File: config.mk
export PLATFORM = sky130hd
export DESIGN_NAME = jrt_ctrl
export DESIGN_NICKNAME = d
export VERILOG_FILES = /design/src/hdl/job_record_table_with_expiry_defines.svh /design/src/hdl/jrt_pkg.sv /design/src/hdl/jrt_ctrl.sv
export SDC_FILE = /design/constraint.sdc
export NUM_CORES = 1
export LEC_CHECK = 0
export BUFFER_PORTS_ARGS = -buffer_cell sky130_fd_sc_hd__buf_2
export CORE_ASPECT_RATIO = 0.75
export CORE_MARGIN = 2
export CORE_UTILIZATION = 36
export CTS_CLUSTER_DIAMETER = 150
export DETAILED_ROUTE_END_ITERATION = 16
export GPL_ROUTABILITY_DRIVEN = 0
export HOLD_SLACK_MARGIN = 0.12
export PLACE_DENSITY = 0.72
export SLEW_MARGIN = 20
export SYNTH_ARGS = -nofsm -noshare
export SYNTH_HDL_FRONTEND = slang
export SYNTH_SLANG_ARGS = --single-unit
File: constraint.sdc
create_clock -name clk -period 5.2 [get_ports clk]
set_clock_uncertainty 0.2 [all_clocks]
set_input_delay 1.56 -clock clk [delete_from_list [all_inputs] [get_ports clk]]
set_output_delay 1.56 -clock clk [all_outputs]
set_load 0.02 [all_outputs]
File: src/hdl/job_record_table_with_expiry_defines.svh
// Assertion macros for the job record table.
`ifndef JOB_RECORD_TABLE_WITH_EXPIRY_DEFINES_SVH
`define JOB_RECORD_TABLE_WITH_EXPIRY_DEFINES_SVH
`ifndef SYNTHESIS
`define JRT_ASSERT_IMP(label, clk, rst_n, a, c, msg) \
	label: assert property (@(posedge clk) disable iff (!rst_n) (a) |-> (c)) else $error(msg);
`define JRT_ASSERT_NXT(label, clk, rst_n, a, c, msg) \
	label: assert property (@(posedge clk) disable iff (!rst_n) (a) |=> (c)) else $error(msg);
`else
`define JRT_ASSERT_IMP(label, clk, rst_n, a, c, msg)
`define JRT_ASSERT_NXT(label, clk, rst_n, a, c, msg)
`endif
`endif

File: src/hdl/jrt_pkg.sv
// Shared types and constants for the job record table.
`timescale 1ns / 1ps
package jrt_pkg;
	localparam int TABLE_DEPTH = 16;
	localparam int IDX_W = $clog2(TABLE_DEPTH);
	localparam int CNT_W = $clog2(TABLE_DEPTH + 1);
	localparam int RESULT_CAP = 16;
	localparam logic [31:0] TTL_RESET = 32'd3600000;

	localparam logic [2:0] ACT_BEGIN = 3'd0;
	localparam logic [2:0] ACT_UPDATE = 3'd1;
	localparam logic [2:0] ACT_ATTACH = 3'd2;
	localparam logic [2:0] ACT_FIND = 3'd3;
	localparam logic [2:0] ACT_SNAP = 3'd4;

	typedef struct packed {
		logic [2:0] action;
		logic [63:0] now_ms;
		logic [31:0] job_id;
		logic [2:0] job_state;
		logic [31:0] upstream_id;
		logic [31:0] doc_bytes;
		logic [4:0] max_records;
	} in_item_t;

	typedef struct packed {
		logic [31:0] result_id;
		logic found;
		logic [2:0] rec_state;
		logic [63:0] rec_started_ms;
		logic [63:0] rec_updated_ms;
		logic [31:0] rec_doc_bytes;
		logic [31:0] rec_upstream_id;
		logic rec_has_upstream;
		logic last;
	} out_item_t;

	typedef struct packed {
		logic [31:0] id;
		logic [2:0] st;
		logic [63:0] started;
		logic [63:0] updated;
		logic [31:0] doc;
		logic [31:0] up;
		logic has_up;
	} rec_t;

	// commands from controller to datapath
	typedef enum logic [3:0] {
		CMD_NONE, CMD_LOAD, CMD_RD, CMD_PRUNE, CMD_SHIFT, CMD_APPEND,
		CMD_MATCH, CMD_MODIFY, CMD_EMIT, CMD_SIMPLE
	} cmd_op_t;

	typedef struct packed {
		cmd_op_t op;
		logic [IDX_W-1:0] rd_idx;
		logic [IDX_W-1:0] wr_idx;
		logic [CNT_W-1:0] kept;
		logic ok;
		logic last;
	} cmd_t;

	typedef struct packed {
		logic expired;
		logic id_hit;
		logic up_hit;
		logic [CNT_W-1:0] live;
		in_item_t item;
	} stat_t;
endpackage

File: src/hdl/jrt_ctrl.sv
// Controller: sequences prune, evict, search and snapshot over the table.
`timescale 1ns / 1ps
module jrt_ctrl (
	input logic clk,
	input logic arst_n,
	input logic in_valid,
	output logic in_ready,
	output logic out_valid,
	input logic out_ready,
	input jrt_pkg::stat_t stat,
	output jrt_pkg::cmd_t cmd,
	output logic [jrt_pkg::CNT_W-1:0] live_d,
	output logic live_we
);
	import jrt_pkg::*;

	typedef enum logic [3:0] {
		S_IDLE, S_DISPATCH, S_PRUNE_RD, S_PRUNE, S_SHIFT_RD, S_SHIFT, S_APPEND,
		S_SEARCH_RD, S_SEARCH, S_SNAP_RD, S_EMIT, S_OUT
	} state_t;

	state_t state_q;
	logic [CNT_W-1:0] i_q, kept_q, n_q, e_q;
	logic out_valid_q;
	logic snap_q;
	logic [CNT_W-1:0] lim;
	logic [CNT_W-1:0] last_i;
	logic [CNT_W-1:0] live_nx;

	assign in_ready = (state_q == S_IDLE) && !out_valid_q;
	assign out_valid = out_valid_q;
	assign last_i = i_q - CNT_W'(1);
	assign live_nx = kept_q + CNT_W'(!stat.expired);
	assign lim = (CNT_W'(stat.item.max_records) < live_nx) ?
		CNT_W'(stat.item.max_records) : live_nx;

	// drive datapath commands from state
	always_comb begin
		cmd = '{op: CMD_NONE, default: '0};
		live_d = '0;
		live_we = 1'b0;
		cmd.rd_idx = i_q[IDX_W-1:0];
		cmd.wr_idx = kept_q[IDX_W-1:0];
		case (state_q)
			S_IDLE: if (in_valid && in_ready) cmd.op = CMD_LOAD;
			S_PRUNE_RD, S_SEARCH_RD, S_SNAP_RD: cmd.op = CMD_RD;
			S_SHIFT_RD: begin
				// load the record that moves into slot 0
				cmd.op = CMD_RD;
				cmd.rd_idx = IDX_W'(1);
			end
			S_PRUNE: begin
				if (stat.live != '0) begin
					if (!stat.expired && kept_q != last_i) cmd.op = CMD_PRUNE;
					else cmd.op = CMD_RD;
					cmd.wr_idx = kept_q[IDX_W-1:0];
					if (i_q == stat.live) begin
						live_we = 1'b1;
						live_d = live_nx;
					end
				end
			end
			S_SHIFT: begin
				cmd.op = CMD_SHIFT;
				cmd.wr_idx = last_i[IDX_W-1:0] - IDX_W'(1);
				if (i_q == CNT_W'(TABLE_DEPTH)) begin
					live_we = 1'b1;
					live_d = CNT_W'(TABLE_DEPTH - 1);
				end
			end
			S_APPEND: begin
				cmd.op = CMD_APPEND;
				cmd.wr_idx = stat.live[IDX_W-1:0];
				live_we = 1'b1;
				live_d = stat.live + CNT_W'(1);
			end
			S_SEARCH: begin
				if (stat.live != '0 &&
						(stat.item.action == ACT_FIND ? stat.up_hit : stat.id_hit)) begin
					cmd.op = (stat.item.action == ACT_FIND) ? CMD_MATCH : CMD_MODIFY;
					cmd.wr_idx = (stat.item.action == ACT_FIND) ? last_i[IDX_W-1:0]
						: last_i[IDX_W-1:0];
				end else if (i_q == e_q) begin
					cmd.op = CMD_SIMPLE;
				end
			end
			S_EMIT: begin
				// empty snapshot gives one item with found clear and last set, all other fields zero
				if (n_q == '0) cmd.op = CMD_SIMPLE;
				else begin
					cmd.op = CMD_EMIT;
					cmd.last = (n_q == CNT_W'(1));
				end
			end
			default: ;
		endcase
	end

	// hold state and counters
	always_ff @(posedge clk or negedge arst_n) begin
		if (!arst_n) begin
			state_q <= S_IDLE;
			i_q <= '0;
			kept_q <= '0;
			n_q <= '0;
			e_q <= '0;
			out_valid_q <= 1'b0;
			snap_q <= 1'b0;
		end else begin
			case (state_q)
				S_IDLE: if (in_valid && in_ready) state_q <= S_DISPATCH;
				S_DISPATCH: begin
					i_q <= '0;
					kept_q <= '0;
					snap_q <= stat.item.action == ACT_SNAP;
					case (stat.item.action)
						ACT_BEGIN, ACT_SNAP: begin
							if (stat.live == '0) state_q <= S_PRUNE;
							else state_q <= S_PRUNE_RD;
						end
						ACT_UPDATE, ACT_ATTACH, ACT_FIND: begin
							if (stat.live == '0) begin
								state_q <= S_SEARCH;
								e_q <= '0;
							end else begin
								state_q <= S_SEARCH_RD;
								e_q <= stat.live;
								i_q <= (stat.item.action == ACT_FIND) ? stat.live - CNT_W'(1)
									: '0;
							end
						end
						default: state_q <= S_IDLE;
					endcase
				end
				S_PRUNE_RD: begin
					state_q <= S_PRUNE;
					i_q <= CNT_W'(1);
				end
				S_PRUNE: begin
					if (stat.live == '0) begin
						// empty table: nothing to prune
						kept_q <= '0;
						n_q <= '0;
						state_q <= snap_q ? S_SNAP_RD : S_APPEND;
					end else begin
						if (!stat.expired) kept_q <= kept_q + CNT_W'(1);
						if (i_q == stat.live) begin
							if (snap_q) begin
								// start the snapshot at the newest kept record
								n_q <= lim;
								i_q <= live_nx - CNT_W'(1);
								state_q <= S_SNAP_RD;
							end else if (live_nx == CNT_W'(TABLE_DEPTH)) begin
								state_q <= S_SHIFT_RD;
							end else state_q <= S_APPEND;
						end else i_q <= i_q + CNT_W'(1);
					end
				end
				S_SHIFT_RD: begin
					i_q <= CNT_W'(2);
					state_q <= S_SHIFT;
				end
				S_SHIFT: begin
					if (i_q == CNT_W'(TABLE_DEPTH)) state_q <= S_APPEND;
					else i_q <= i_q + CNT_W'(1);
				end
				S_APPEND: state_q <= S_OUT;
				S_SEARCH_RD: begin
					state_q <= S_SEARCH;
					i_q <= (stat.item.action == ACT_FIND) ? i_q : i_q + CNT_W'(1);
					e_q <= (stat.item.action == ACT_FIND) ? '0 : e_q;
				end
				S_SEARCH: begin
					if (cmd.op != CMD_NONE) state_q <= S_OUT;
					else if (stat.item.action == ACT_FIND) begin
						i_q <= i_q - CNT_W'(1);
						state_q <= S_SEARCH_RD;
					end else state_q <= S_SEARCH_RD;
				end
				S_SNAP_RD: state_q <= S_EMIT;
				S_EMIT: begin
					out_valid_q <= 1'b1;
					state_q <= S_OUT;
				end
				S_OUT: begin
					if (!out_valid_q) out_valid_q <= 1'b1;
					if (out_valid_q && out_ready) begin
						out_valid_q <= 1'b0;
						if (snap_q && n_q > CNT_W'(1)) begin
							n_q <= n_q - CNT_W'(1);
							i_q <= i_q - CNT_W'(1);
							state_q <= S_SNAP_RD;
						end else state_q <= S_IDLE;
					end
				end
				default: state_q <= S_IDLE;
			endcase
		end
	end
endmodule

==> flow_summary.toml <==
[critical_path]
critPathLaunchType = "primary input"
worst-path-max-fanout = 5
worstSetupPathType = "in2out"
crit_path_end_kind = "primary output"
critPathRequiredTime_ns = 3.44
cp_data_arrival_time_ns = 3.29

[logic_synthesis]
ys_seq_area_share_pct = 19.4
synth_top_area_cell = "dfrtp_1"
synth_seq_cells = 26
synth_top_area_share_pct = 19.4
synthDistinctLibCells = 80
async_flop_share_pct = 100
avgSynthCellArea_um2 = 7.75
ys_top_cells_by_area = "dfrtp_1 (19%), ha_1 (7.1%), nand2_1 (5.9%)"
synth_edf_count = 0
yosys_warnings = 0
synthTopCellsByCount = "nand2_1 (53), nor2_1 (36), o21ai_0 (32)"
synth.most_common_cell = "nand2_1"
ys.flop_type = "dfrtp_1"
synth_area_um2 = 3350
synthesis.instances = 432

[power_and_ir_drop]
p_per_area_nw_per_um2 = 545
pwr-share-clk_pct = 11.8
swShare_pct = 52.4
vdd_drop_max_mv = 0.181
share_seq_of_total_power_pct = 24.5
switchingPower_uw = 1040
p_int_uw = 946
p_leak_uw = 0.00158
pwr-share-comb_pct = 63.7

[layout]
layout.nets = 659
fin_cells = 584
drive_above_1_share_pct = 17.8
area_delta_synth_final_pct = 8.93
diodes = 0

[floorplanning]
ios = 210
rows = 30
die_height_um = 87.5
die_area_um2 = 10100
design.core.area_um2 = 9050
die_w_um = 115
initial_core_util_pct = 37.0

[route]
wl_per_cell_um = 17.4
drt_iter0_drc = 462
routed_wl_mm = 10.2
antenna_left = 0
drt-pass1-iter-count = 6
vias = 3375
viasPerCell = 5.78
drc_errors = 0

[cts]
root_buffer = "clkbuf_16"
cts-resized-gates = 0
worstSkewPairLatency_ns = 0.27
cts_buffer_depth = 2
htree_levels = 1
cts.clk_slew.worst_paths_ns = 0.07
cts_hold_buf = 0
post_cts_buffers = 0
cts_tree = "done"
cts-buffers-inserted = 3
cts_sinks = 26

[outcome]
status = "finished clean"

[timing]
whs_ns = 0.302
rsz0062_at_grt = "false"
final.setup.tns_ns = 0
period_share_pct = 97.1
finalSetupViolCount = 0
slew_headroom_pct = 50.9
fin_ws_ns = 0.151
fmaxAchievable_mhz = 198
maxSlewViolCount = 0
min_period_ns = 5.05
worst_slew_pin_slew_ns = 0.736
hold_viol = 0

[place]
pre_cts_ws_ns = 0.142
dp_hpwl_mm = 7.80
dp_cells = 580
io_buffer_count = 40

[job]
cap_violations = 0

[global_route]
grt_max_degree = 27
first_global_vias = 3196
overflow = 0
grt_antenna_before_repair = 0
grt_usage_pct = 20.3
grt_pass1_wl_mm = 16.3

[worst_hold_path]
hold_class = "reg2reg"
## power groups by stage
stage | logic [uW] | registers, uW | clock network, uW
2_1_floorplan | 1080 | 357 | 0
3_3_place_gp | 1200 | 473 | 0
3_5_place_dp | 1240 | 481 | 0
4_1_cts | 1240 | 479 | 235
5_1_grt | 1380 | 503 | 246
6_report | 1270 | 487 | 234
## path summary, 6_finish.rpt
kind	from	to	slack [ns]	cells past startpoint
worst max-delay path	stat[171]	cmd[8]	0.15	9
worst min-delay path	e_q[4]	e_q[4]	0.30	2
worst max register to register	kept_q[0]	n_q[4]	1.65	11
worst min register to register	e_q[4]	e_q[4]	0.30	2
max in group asynchronous	arst_n	i_q[1]	3.25	1
min in group asynchronous	arst_n	snap_q	1.12	1
## state kept, by name, summed over array words and instances, names as in the netlist
register / cells
e_q: 5
i_q: 5
kept_q: 5
n_q: 5
state_q: 4
out_valid: 1
snap_q: 1
## layout make-up
cell class / instances / area [um2]
tap: 128 / 160
clock inverter: 1 / 30.0
sequential: 26 / 651
inverter: 19 / 71.3
fill: 949 / 5400
clock buffer: 3 / 75.1
multi-input combinational: 357 / 2380
timing repair buffer: 50 / 275
## critical path: stages
cell	delay, ns
buf_2	0.11
inv_1	0.10
ha_1	0.21
nor4b_4	0.38
nor3_1	0.18
nor3_2	0.33
nand2_1	0.09
o211ai_1	0.12
buf_2	0.20
## per-layer routing
metal	vias to the layer above	track usage, %	part of all wire, %
met5	-	0	0
met4	0	4.71	1.4
met3	16	4.66	10
met2	206	30.3	43
met1	1548	29.7	46
li1	1605	-	-
## logic make-up after synthesis
logic type,after synthesis,synth area share [%]
and+or+nand+nor,161,24.5
AOI/OAI and AO/OA,126,26.1
buffers and inverters,54,10.1
xor gates and xnor gates,33,8.64
DFF,26,19.4
adders and majority gates,19,7.10
muxes,12,4.07
other,1,0.112
## placed cells by master (no fill, tap or decap), types with 5 or more instances in the layout
| cell type | instances |
|---|---|
| a21oi_1 | 21 |
| a31oi_1 | 5 |
| buf_2 | 40 |
| buf_4 | 10 |
| conb_1 | 6 |
| dfrtp_1 | 26 |
| ha_1 | 19 |
| inv_1 | 18 |
| mux2i_1 | 7 |
| nand2_1 | 53 |
| nand3_1 | 19 |
| nor2_1 | 36 |
| nor3_1 | 15 |
| o21ai_0 | 32 |
| o21ai_1 | 7 |
| o221ai_1 | 9 |
| xnor2_1 | 17 |
| xor2_1 | 16 |
## through the flow
stage          power, uW  util, %  area (um2)
2_1_floorplan       1440        -        3370
3_3_place_gp        1680     39.1        3540
3_5_place_dp        1720     39.1        3540
4_1_cts             1950     40.2        3640
5_1_grt             2130     40.3        3650
6_report            1990     40.3        3650
(Power assumes the default switching activity.)
