[src/hdl/job_record_table_with_expiry_defines.svh]
// Assertion macros for the job record table.
`ifndef JOB_RECORD_TABLE_WITH_EXPIRY_DEFINES_SVH
`define JOB_RECORD_TABLE_WITH_EXPIRY_DEFINES_SVH
`ifndef SYNTHESIS
`define JRT_ASSERT_IMP(label, clk, rst_n, a, c, msg) \
	label: assert property (@(posedge clk) disable iff (!rst_n) (a) |-> (c)) else $error(msg);
`define JRT_ASSERT_NXT(label, clk, rst_n, a, c, msg) \
	label: assert property (@(posedge clk) disable iff (!rst_n) (a) |=> (c)) else $error(msg);
`else
`define JRT_ASSERT_IMP(label, clk, rst_n, a, c, msg)
`define JRT_ASSERT_NXT(label, clk, rst_n, a, c, msg)
`endif
`endif

[src/hdl/jrt_pkg.sv]
// Shared types and constants for the job record table.
`timescale 1ns / 1ps
package jrt_pkg;
	localparam int TABLE_DEPTH = 16;
	localparam int IDX_W = $clog2(TABLE_DEPTH);
	localparam int CNT_W = $clog2(TABLE_DEPTH + 1);
	localparam int RESULT_CAP = 16;
	localparam logic [31:0] TTL_RESET = 32'd3600000;

	localparam logic [2:0] ACT_BEGIN = 3'd0;
	localparam logic [2:0] ACT_UPDATE = 3'd1;
	localparam logic [2:0] ACT_ATTACH = 3'd2;
	localparam logic [2:0] ACT_FIND = 3'd3;
	localparam logic [2:0] ACT_SNAP = 3'd4;

	typedef struct packed {
		logic [2:0] action;
		logic [63:0] now_ms;
		logic [31:0] job_id;
		logic [2:0] job_state;
		logic [31:0] upstream_id;
		logic [31:0] doc_bytes;
		logic [4:0] max_records;
	} in_item_t;

	typedef struct packed {
		logic [31:0] result_id;
		logic found;
		logic [2:0] rec_state;
		logic [63:0] rec_started_ms;
		logic [63:0] rec_updated_ms;
		logic [31:0] rec_doc_bytes;
		logic [31:0] rec_upstream_id;
		logic rec_has_upstream;
		logic last;
	} out_item_t;

	typedef struct packed {
		logic [31:0] id;
		logic [2:0] st;
		logic [63:0] started;
		logic [63:0] updated;
		logic [31:0] doc;
		logic [31:0] up;
		logic has_up;
	} rec_t;

	// commands from controller to datapath
	typedef enum logic [3:0] {
		CMD_NONE, CMD_LOAD, CMD_RD, CMD_PRUNE, CMD_SHIFT, CMD_APPEND,
		CMD_MATCH, CMD_MODIFY, CMD_EMIT, CMD_SIMPLE
	} cmd_op_t;

	typedef struct packed {
		cmd_op_t op;
		logic [IDX_W-1:0] rd_idx;
		logic [IDX_W-1:0] wr_idx;
		logic [CNT_W-1:0] kept;
		logic ok;
		logic last;
	} cmd_t;

	typedef struct packed {
		logic expired;
		logic id_hit;
		logic up_hit;
		logic [CNT_W-1:0] live;
		in_item_t item;
	} stat_t;
endpackage

[src/hdl/jrt_datapath.sv]
// Datapath: record memory, item register, compare logic and result register.
`timescale 1ns / 1ps
module jrt_datapath (
	input logic clk,
	input logic arst_n,
	input jrt_pkg::in_item_t in_item,
	input logic [31:0] ttl_ms,
	input jrt_pkg::cmd_t cmd,
	input logic [jrt_pkg::CNT_W-1:0] live_d,
	input logic live_we,
	output jrt_pkg::stat_t stat,
	output jrt_pkg::out_item_t res
);
	import jrt_pkg::*;

	rec_t mem [TABLE_DEPTH];
	rec_t rd_q;
	in_item_t item_q;
	logic [CNT_W-1:0] live_q;
	logic [31:0] last_id_q;
	logic [31:0] next_id;
	logic [63:0] age;

	assign next_id = (last_id_q == 32'hFFFF_FFFF) ? 32'd1 : last_id_q + 32'd1;
	assign age = item_q.now_ms - rd_q.updated;

	// compare the record just read
	always_comb begin
		stat.expired = (item_q.now_ms >= rd_q.updated) && (age >= {32'd0, ttl_ms});
		stat.id_hit = rd_q.id == item_q.job_id;
		stat.up_hit = rd_q.has_up && (rd_q.up == item_q.upstream_id);
		stat.live = live_q;
		stat.item = item_q;
	end

	// hold the counters
	always_ff @(posedge clk or negedge arst_n) begin
		if (!arst_n) begin
			live_q <= '0;
			last_id_q <= '0;
		end else begin
			if (live_we) live_q <= live_d;
			if (cmd.op == CMD_APPEND) last_id_q <= next_id;
		end
	end

	// read, write and result registers
	always_ff @(posedge clk) begin
		case (cmd.op)
			CMD_LOAD: item_q <= in_item;
			CMD_RD: rd_q <= mem[cmd.rd_idx];
			CMD_PRUNE, CMD_SHIFT: begin
				mem[cmd.wr_idx] <= rd_q;
				rd_q <= mem[cmd.rd_idx];
			end
			CMD_APPEND: begin
				mem[cmd.wr_idx] <= '{id: next_id, st: item_q.job_state,
					started: item_q.now_ms, updated: item_q.now_ms,
					doc: 32'd0, up: 32'd0, has_up: 1'b0};
				res <= '{result_id: next_id, found: 1'b1, last: 1'b1, default: '0};
			end
			CMD_MODIFY: begin
				if (item_q.action == ACT_UPDATE) begin
					mem[cmd.wr_idx] <= '{id: rd_q.id, st: item_q.job_state,
						started: rd_q.started, updated: item_q.now_ms,
						doc: (item_q.doc_bytes != 32'd0) ? item_q.doc_bytes : rd_q.doc,
						up: rd_q.up, has_up: rd_q.has_up};
				end else begin
					mem[cmd.wr_idx] <= '{id: rd_q.id, st: rd_q.st,
						started: rd_q.started, updated: item_q.now_ms,
						doc: rd_q.doc, up: item_q.upstream_id, has_up: 1'b1};
				end
				res <= '{result_id: item_q.job_id, found: 1'b1, last: 1'b1, default: '0};
			end
			CMD_MATCH:
				res <= '{result_id: rd_q.id, found: 1'b1, last: 1'b1, default: '0};
			CMD_EMIT:
				res <= '{result_id: rd_q.id, found: 1'b1, rec_state: rd_q.st,
					rec_started_ms: rd_q.started, rec_updated_ms: rd_q.updated,
					rec_doc_bytes: rd_q.doc, rec_upstream_id: rd_q.up,
					rec_has_upstream: rd_q.has_up, last: cmd.last};
			CMD_SIMPLE:
				res <= '{found: 1'b0, last: 1'b1, default: '0};
			default: ;
		endcase
	end
endmodule

[config.mk]
export PLATFORM = sky130hd
export DESIGN_NAME = jrt_datapath
export DESIGN_NICKNAME = d
export VERILOG_FILES = /design/src/hdl/job_record_table_with_expiry_defines.svh /design/src/hdl/jrt_pkg.sv /design/src/hdl/jrt_datapath.sv
export SDC_FILE = /design/constraint.sdc
export NUM_CORES = 2
export LEC_CHECK = 0
export ABC_CLOCK_PERIOD_IN_PS = 10400
export BUFFER_PORTS_ARGS = -buffer_cell sky130_fd_sc_hd__buf_4
export CAP_MARGIN = 20
export CORE_ASPECT_RATIO = 1.2
export CORE_MARGIN = 4
export CORE_UTILIZATION = 55
export CTS_CLUSTER_DIAMETER = 40
export DETAILED_ROUTE_END_ITERATION = 7
export GPL_ROUTABILITY_DRIVEN = 1
export PLACE_DENSITY_LB_ADDON = 0.2
export RECOVER_POWER = 100
export SYNTH_ARGS = -nofsm -noshare
export SYNTH_HDL_FRONTEND = slang
export SYNTH_SLANG_ARGS = --single-unit
[constraint.sdc]
create_clock -name clk -period 10.4 [get_ports clk]
set_input_delay 2.08 -clock clk [delete_from_list [all_inputs] [get_ports clk]]
set_output_delay 2.08 -clock clk [all_outputs]
set_load 0.01 [all_outputs]
==> metrics.txt <==
# TYPE chip_impl_metric gauge
chip_impl_info{name="run_status",value="finished, violations left"} 1
chip_impl_info{name="failed_checks",value="max-capacitance violations, max-slew violations"} 1
chip_impl_info{name="hold_start",value="last_id_q[18]"} 1
chip_impl_metric{name="dp_hpwl",unit="um"} 239000
chip_impl_info{name="startpoint_type",value="input port"} 1
chip_impl_metric{name="power.density",unit="mW/mm^2"} 200
chip_impl_metric{name="gr-usage-met3",unit=""} 0.0479
chip_impl_metric{name="design.final.nets",unit=""} 9201
chip_impl_info{name="hold-path-endpoint",value="last_id_q[18]"} 1
chip_impl_info{name="holdCritPathClass",value="reg -> reg"} 1
chip_impl_metric{name="ant_nets",unit=""} 0
chip_impl_metric{name="gp_routability_congestion",unit=""} 0.916
chip_impl_info{name="end_kind",value="flop"} 1
chip_impl_info{name="grt_most_used_layer",value="met2"} 1
chip_impl_metric{name="clockBufferDepth",unit=""} 4
chip_impl_metric{name="grt_start_max_net_pins",unit=""} 153
chip_impl_info{name="highest_count_cells_in_the_layout_ignoring_fill_and_taps",value="4,277 x sky130_fd_sc_hd__edfxtp_1, 1,117 x sky130_fd_sc_hd__mux4_2, 673 x sky130_fd_sc_hd__clkbuf_1, 512 x sky130_fd_sc_hd__nand2_1, 483 x sky130_fd_sc_hd__clkbuf_16"} 1
chip_impl_metric{name="post_drt_via_cell_ratio",unit=""} 6.37
chip_impl_metric{name="synth_edf_count",unit=""} 4277
chip_impl_metric{name="critical_path_peak_fanout",unit=""} 74
chip_impl_metric{name="clock-skew-final",unit="ps"} 48.0
chip_impl_info{name="clk_tree_root_cell",value="sky130_fd_sc_hd__clkbuf_16"} 1
chip_impl_info{name="critical_path.cell_chain",value="clkbuf_1, mux2i_1, nor2_1, nand3_1, nor2_4, dlymetal6s4s_1, clkbuf_2"} 1
chip_impl_metric{name="die_y",unit="um"} 614
chip_impl_metric{name="worst_path_largest_cell_delay",unit="ps"} 4470
chip_impl_info{name="path_delay_family",value="buffers and inverters"} 1
chip_impl_metric{name="critical_path_required",unit="ps"} 10910
chip_impl_metric{name="global_route.usage.total",unit=""} 0.276
chip_impl_metric{name="postSynthNetCount",unit=""} 8213
chip_impl_metric{name="tns",unit="ps"} 0
chip_impl_metric{name="cts_buffers",unit=""} 477
chip_impl_metric{name="initialDrtViolationCount",unit=""} 10300
chip_impl_info{name="cts_tree",value="built"} 1
chip_impl_metric{name="grt.met1_usage",unit=""} 0.399
chip_impl_metric{name="dp.cells",unit=""} 12400
chip_impl_metric{name="crit_arrival",unit="ps"} 10630
chip_impl_metric{name="drive_above_1_share",unit=""} 0.238
chip_impl_metric{name="worst_slack",unit="ps"} 282
chip_impl_metric{name="clock.fmax",unit="MHz"} 98.8
chip_impl_info{name="rsz0062_at_grt",value="no"} 1
chip_impl_metric{name="slew-limit-headroom",unit=""} -3.24
chip_impl_metric{name="max-vdd-ir-drop",unit="mV"} 0.157
chip_impl_metric{name="postCtsHoldBufs",unit=""} 0
chip_impl_metric{name="p_leak",unit="nW"} 61.7
chip_impl_metric{name="min_period_over_period",unit=""} 0.973
chip_impl_metric{name="die-area",unit="mm^2"} 0.315
chip_impl_metric{name="ys_async_sr_fraction",unit=""} 0.00858
chip_impl_metric{name="syn_to_final_growth",unit="%"} 14.3
chip_impl_metric{name="grt_first_pass_wirelength",unit="um"} 625000
chip_impl_metric{name="cts_resized",unit=""} 0
chip_impl_metric{name="ctsHtreeMaxLevel",unit=""} 5
chip_impl_info{name="crit_path_start",value="cmd[16]"} 1
chip_impl_info{name="critPathKind",value="in -> reg"} 1
chip_impl_metric{name="report.final.hold_viol_count",unit=""} 0
chip_impl_metric{name="clock_sinks",unit=""} 4314
chip_impl_metric{name="yosys.cell_types.count",unit=""} 83
chip_impl_metric{name="max_slew_violations",unit=""} 5233
chip_impl_metric{name="postCtsSetupRepairBufs",unit=""} 0
chip_impl_metric{name="syn-cell-area",unit="mm^2"} 0.168
chip_impl_metric{name="worst_skew_pair.late_latency",unit="ps"} 930
chip_impl_metric{name="core-area",unit="mm^2"} 0.304
chip_impl_metric{name="initial_utilization",unit=""} 0.552
chip_impl_metric{name="firstDrtPassIters",unit=""} 7
chip_impl_metric{name="clk_pin_slew_worst_paths",unit="ps"} 60
chip_impl_metric{name="synthesis.area_per_instance",unit="um^2"} 21.3
chip_impl_info{name="post_synth_main_area_contributors",value="sky130_fd_sc_hd__edfxtp_1 76%, sky130_fd_sc_hd__mux4_2 15%, sky130_fd_sc_hd__nand2_1 1.1%"} 1
chip_impl_metric{name="wire_per_inst",unit="um"} 32.5
chip_impl_metric{name="floorplan.die.width",unit="um"} 513
chip_impl_metric{name="placement.io_buffers",unit=""} 632
chip_impl_info{name="synth_ff_type",value="sky130_fd_sc_hd__edfxtp_1"} 1
chip_impl_metric{name="max_cap_viol_count",unit=""} 109
chip_impl_metric{name="final_routed_wirelength",unit="um"} 433000
chip_impl_metric{name="yosys_register_bits",unit=""} 4314
chip_impl_info{name="worst_path_max_delay_cell",value="sky130_fd_sc_hd__dlymetal6s4s_1"} 1
chip_impl_metric{name="placement.setup.worst_slack",unit="ps"} 1090
chip_impl_metric{name="route.detailed.drc",unit=""} 0
chip_impl_metric{name="synthCells",unit=""} 7885
chip_impl_metric{name="synth_sequential_area_ratio",unit=""} 0.770
chip_impl_metric{name="critPathBufInv",unit=""} 3
chip_impl_info{name="post-synth-top-area-cell",value="sky130_fd_sc_hd__edfxtp_1"} 1
chip_impl_metric{name="final.hold.worst_slack",unit="ps"} 507
chip_impl_metric{name="overall_overflow_remaining_after_global_route",unit=""} 0
chip_impl_metric{name="final_cell_count_without_fillers",unit=""} 13300
chip_impl_metric{name="report.final.setup_viol",unit=""} 0
chip_impl_info{name="regToRegEndpoint",value="mem[6][193]"} 1
chip_impl_metric{name="rr_worst_depth",unit=""} 5
chip_impl_metric{name="min_path_cells",unit=""} 1
chip_impl_metric{name="fin_crit",unit="ps"} 10120
chip_impl_info{name="timing.rr.start",value="stat[168]"} 1
chip_impl_metric{name="fp-row-count",unit=""} 222
chip_impl_metric{name="synthesis.yosys.warnings",unit=""} 0
chip_impl_metric{name="power_consumption",unit="mW"} 38.4
chip_impl_metric{name="io_pins",unit=""} 639
chip_impl_metric{name="timing.reg2reg.setup_slack",unit="ps"} 5030
chip_impl_metric{name="grtUsageMet2",unit=""} 0.437
chip_impl_metric{name="dr_total_vias",unit=""} 85000
chip_impl_metric{name="worstMarginPinSlew",unit="ps"} 6360
chip_impl_info{name="layout.cells.most_common",value="sky130_fd_sc_hd__edfxtp_1"} 1
chip_impl_metric{name="yosysTopAreaCellShare",unit=""} 0.764
chip_impl_metric{name="number_of_global_route_vias_before_repair",unit=""} 86700
chip_impl_metric{name="grt_antenna_before_repair",unit=""} 23
-- flip-flops by register name (all words and copies together) (netlist names) --
| signal | flops |
|---|---|
| mem | 3648 |
| res | 230 |
| rd_q | 228 |
| stat | 171 |
| last_id_q | 32 |
| live_q | 5 |
-- worst max-delay path by stage --
stage,end,slack [ps],cells past startpoint
floorplan,mem[5][0],-2730,5
global placement,stat[178],1120,25
detailed placement,stat[178],1090,26
CTS,stat[178],30,26
global route,rd_q[82],70,5
finish,mem[14][88],280,7
-- kinds of logic (layout without fill, tap and decap cells) --
group	Yosys count	count (layout)	share of synthesized area
other	0	24	0
adders and majority gates	98	98	0.00734
muxes	1156	1156	0.152
buffers and inverters	528	1920	0.0124
DFF	4314	4314	0.770
xor gates and xnor gates	152	152	0.00792
AOI/OAI and AO/OA	562	562	0.0205
and+or+nand+nor	1075	1075	0.0301
-- layout make-up --
class,count,area [um^2]
sequential,4314,129000
fill,21000,112000
multi-input combinational,3043,36700
clock buffer,554,12400
tap,4032,5040
timing repair buffer,907,4620
clock inverter,329,3410
inverter,130,488
antenna,24,60.1
-- synthesized netlist by cell type (15+ instances only) --
cell / number
sky130_fd_sc_hd__edfxtp_1: 4277
sky130_fd_sc_hd__mux4_2: 1117
sky130_fd_sc_hd__nand2_1: 512
sky130_fd_sc_hd__clkbuf_1: 279
sky130_fd_sc_hd__o21ai_0: 190
sky130_fd_sc_hd__a21oi_1: 163
sky130_fd_sc_hd__and2_1: 136
sky130_fd_sc_hd__inv_1: 130
sky130_fd_sc_hd__nor2_1: 116
sky130_fd_sc_hd__ha_1: 97
sky130_fd_sc_hd__buf_1: 95
sky130_fd_sc_hd__nor3_1: 91
sky130_fd_sc_hd__xor2_1: 79
sky130_fd_sc_hd__xnor2_1: 73
sky130_fd_sc_hd__nand4_1: 44
sky130_fd_sc_hd__nor2b_1: 44
sky130_fd_sc_hd__dfrtp_1: 37
sky130_fd_sc_hd__nand3_1: 37
sky130_fd_sc_hd__a21o_1: 33
sky130_fd_sc_hd__a22o_1: 32
sky130_fd_sc_hd__a211oi_1: 31
sky130_fd_sc_hd__mux2i_1: 30
sky130_fd_sc_hd__nor4_1: 29
sky130_fd_sc_hd__o31ai_1: 23
sky130_fd_sc_hd__and3_1: 19
sky130_fd_sc_hd__o21a_1: 16
sky130_fd_sc_hd__buf_2: 15
-- worst register-to-register path, delay by kind of cell, from the launching register on --
kind / cells / cell delay, ps
multiplexers: 1 / 740
buffers and inverters: 2 / 2900
flip-flops: 1 / 410
AO/OA/AOI/OAI: 1 / 200
AND/OR/NAND/NOR: 1 / 750
-- layer usage --
metal,vias up,wire length [um]
met5,-,14
met4,2,15300
met3,674,39700
met2,4300,208000
met1,45400,170000
li1,34700,-
-- per-stage QoR --
step / utilization / area (um^2)
2_1_floorplan: - / 168000
3_3_place_gp: 0.587 / 179000
3_5_place_dp: 0.588 / 179000
4_1_cts: 0.640 / 195000
5_1_grt: 0.631 / 192000
6_report: 0.631 / 192000
-- power by group --
| group | internal, mW | total, mW | leakage [nW] | switching [mW] |
|---|---|---|---|---|
| clock | 9.78 | 16.7 | 7.58 | 6.93 |
| combinational | 0.768 | 2.05 | 14.7 | 1.28 |
| sequential | 19.5 | 19.7 | 39.3 | 0.137 |
| total | 30.1 | 38.4 | 61.7 | 8.35 |
No activity file was read; power rests on OpenSTA's default activity.
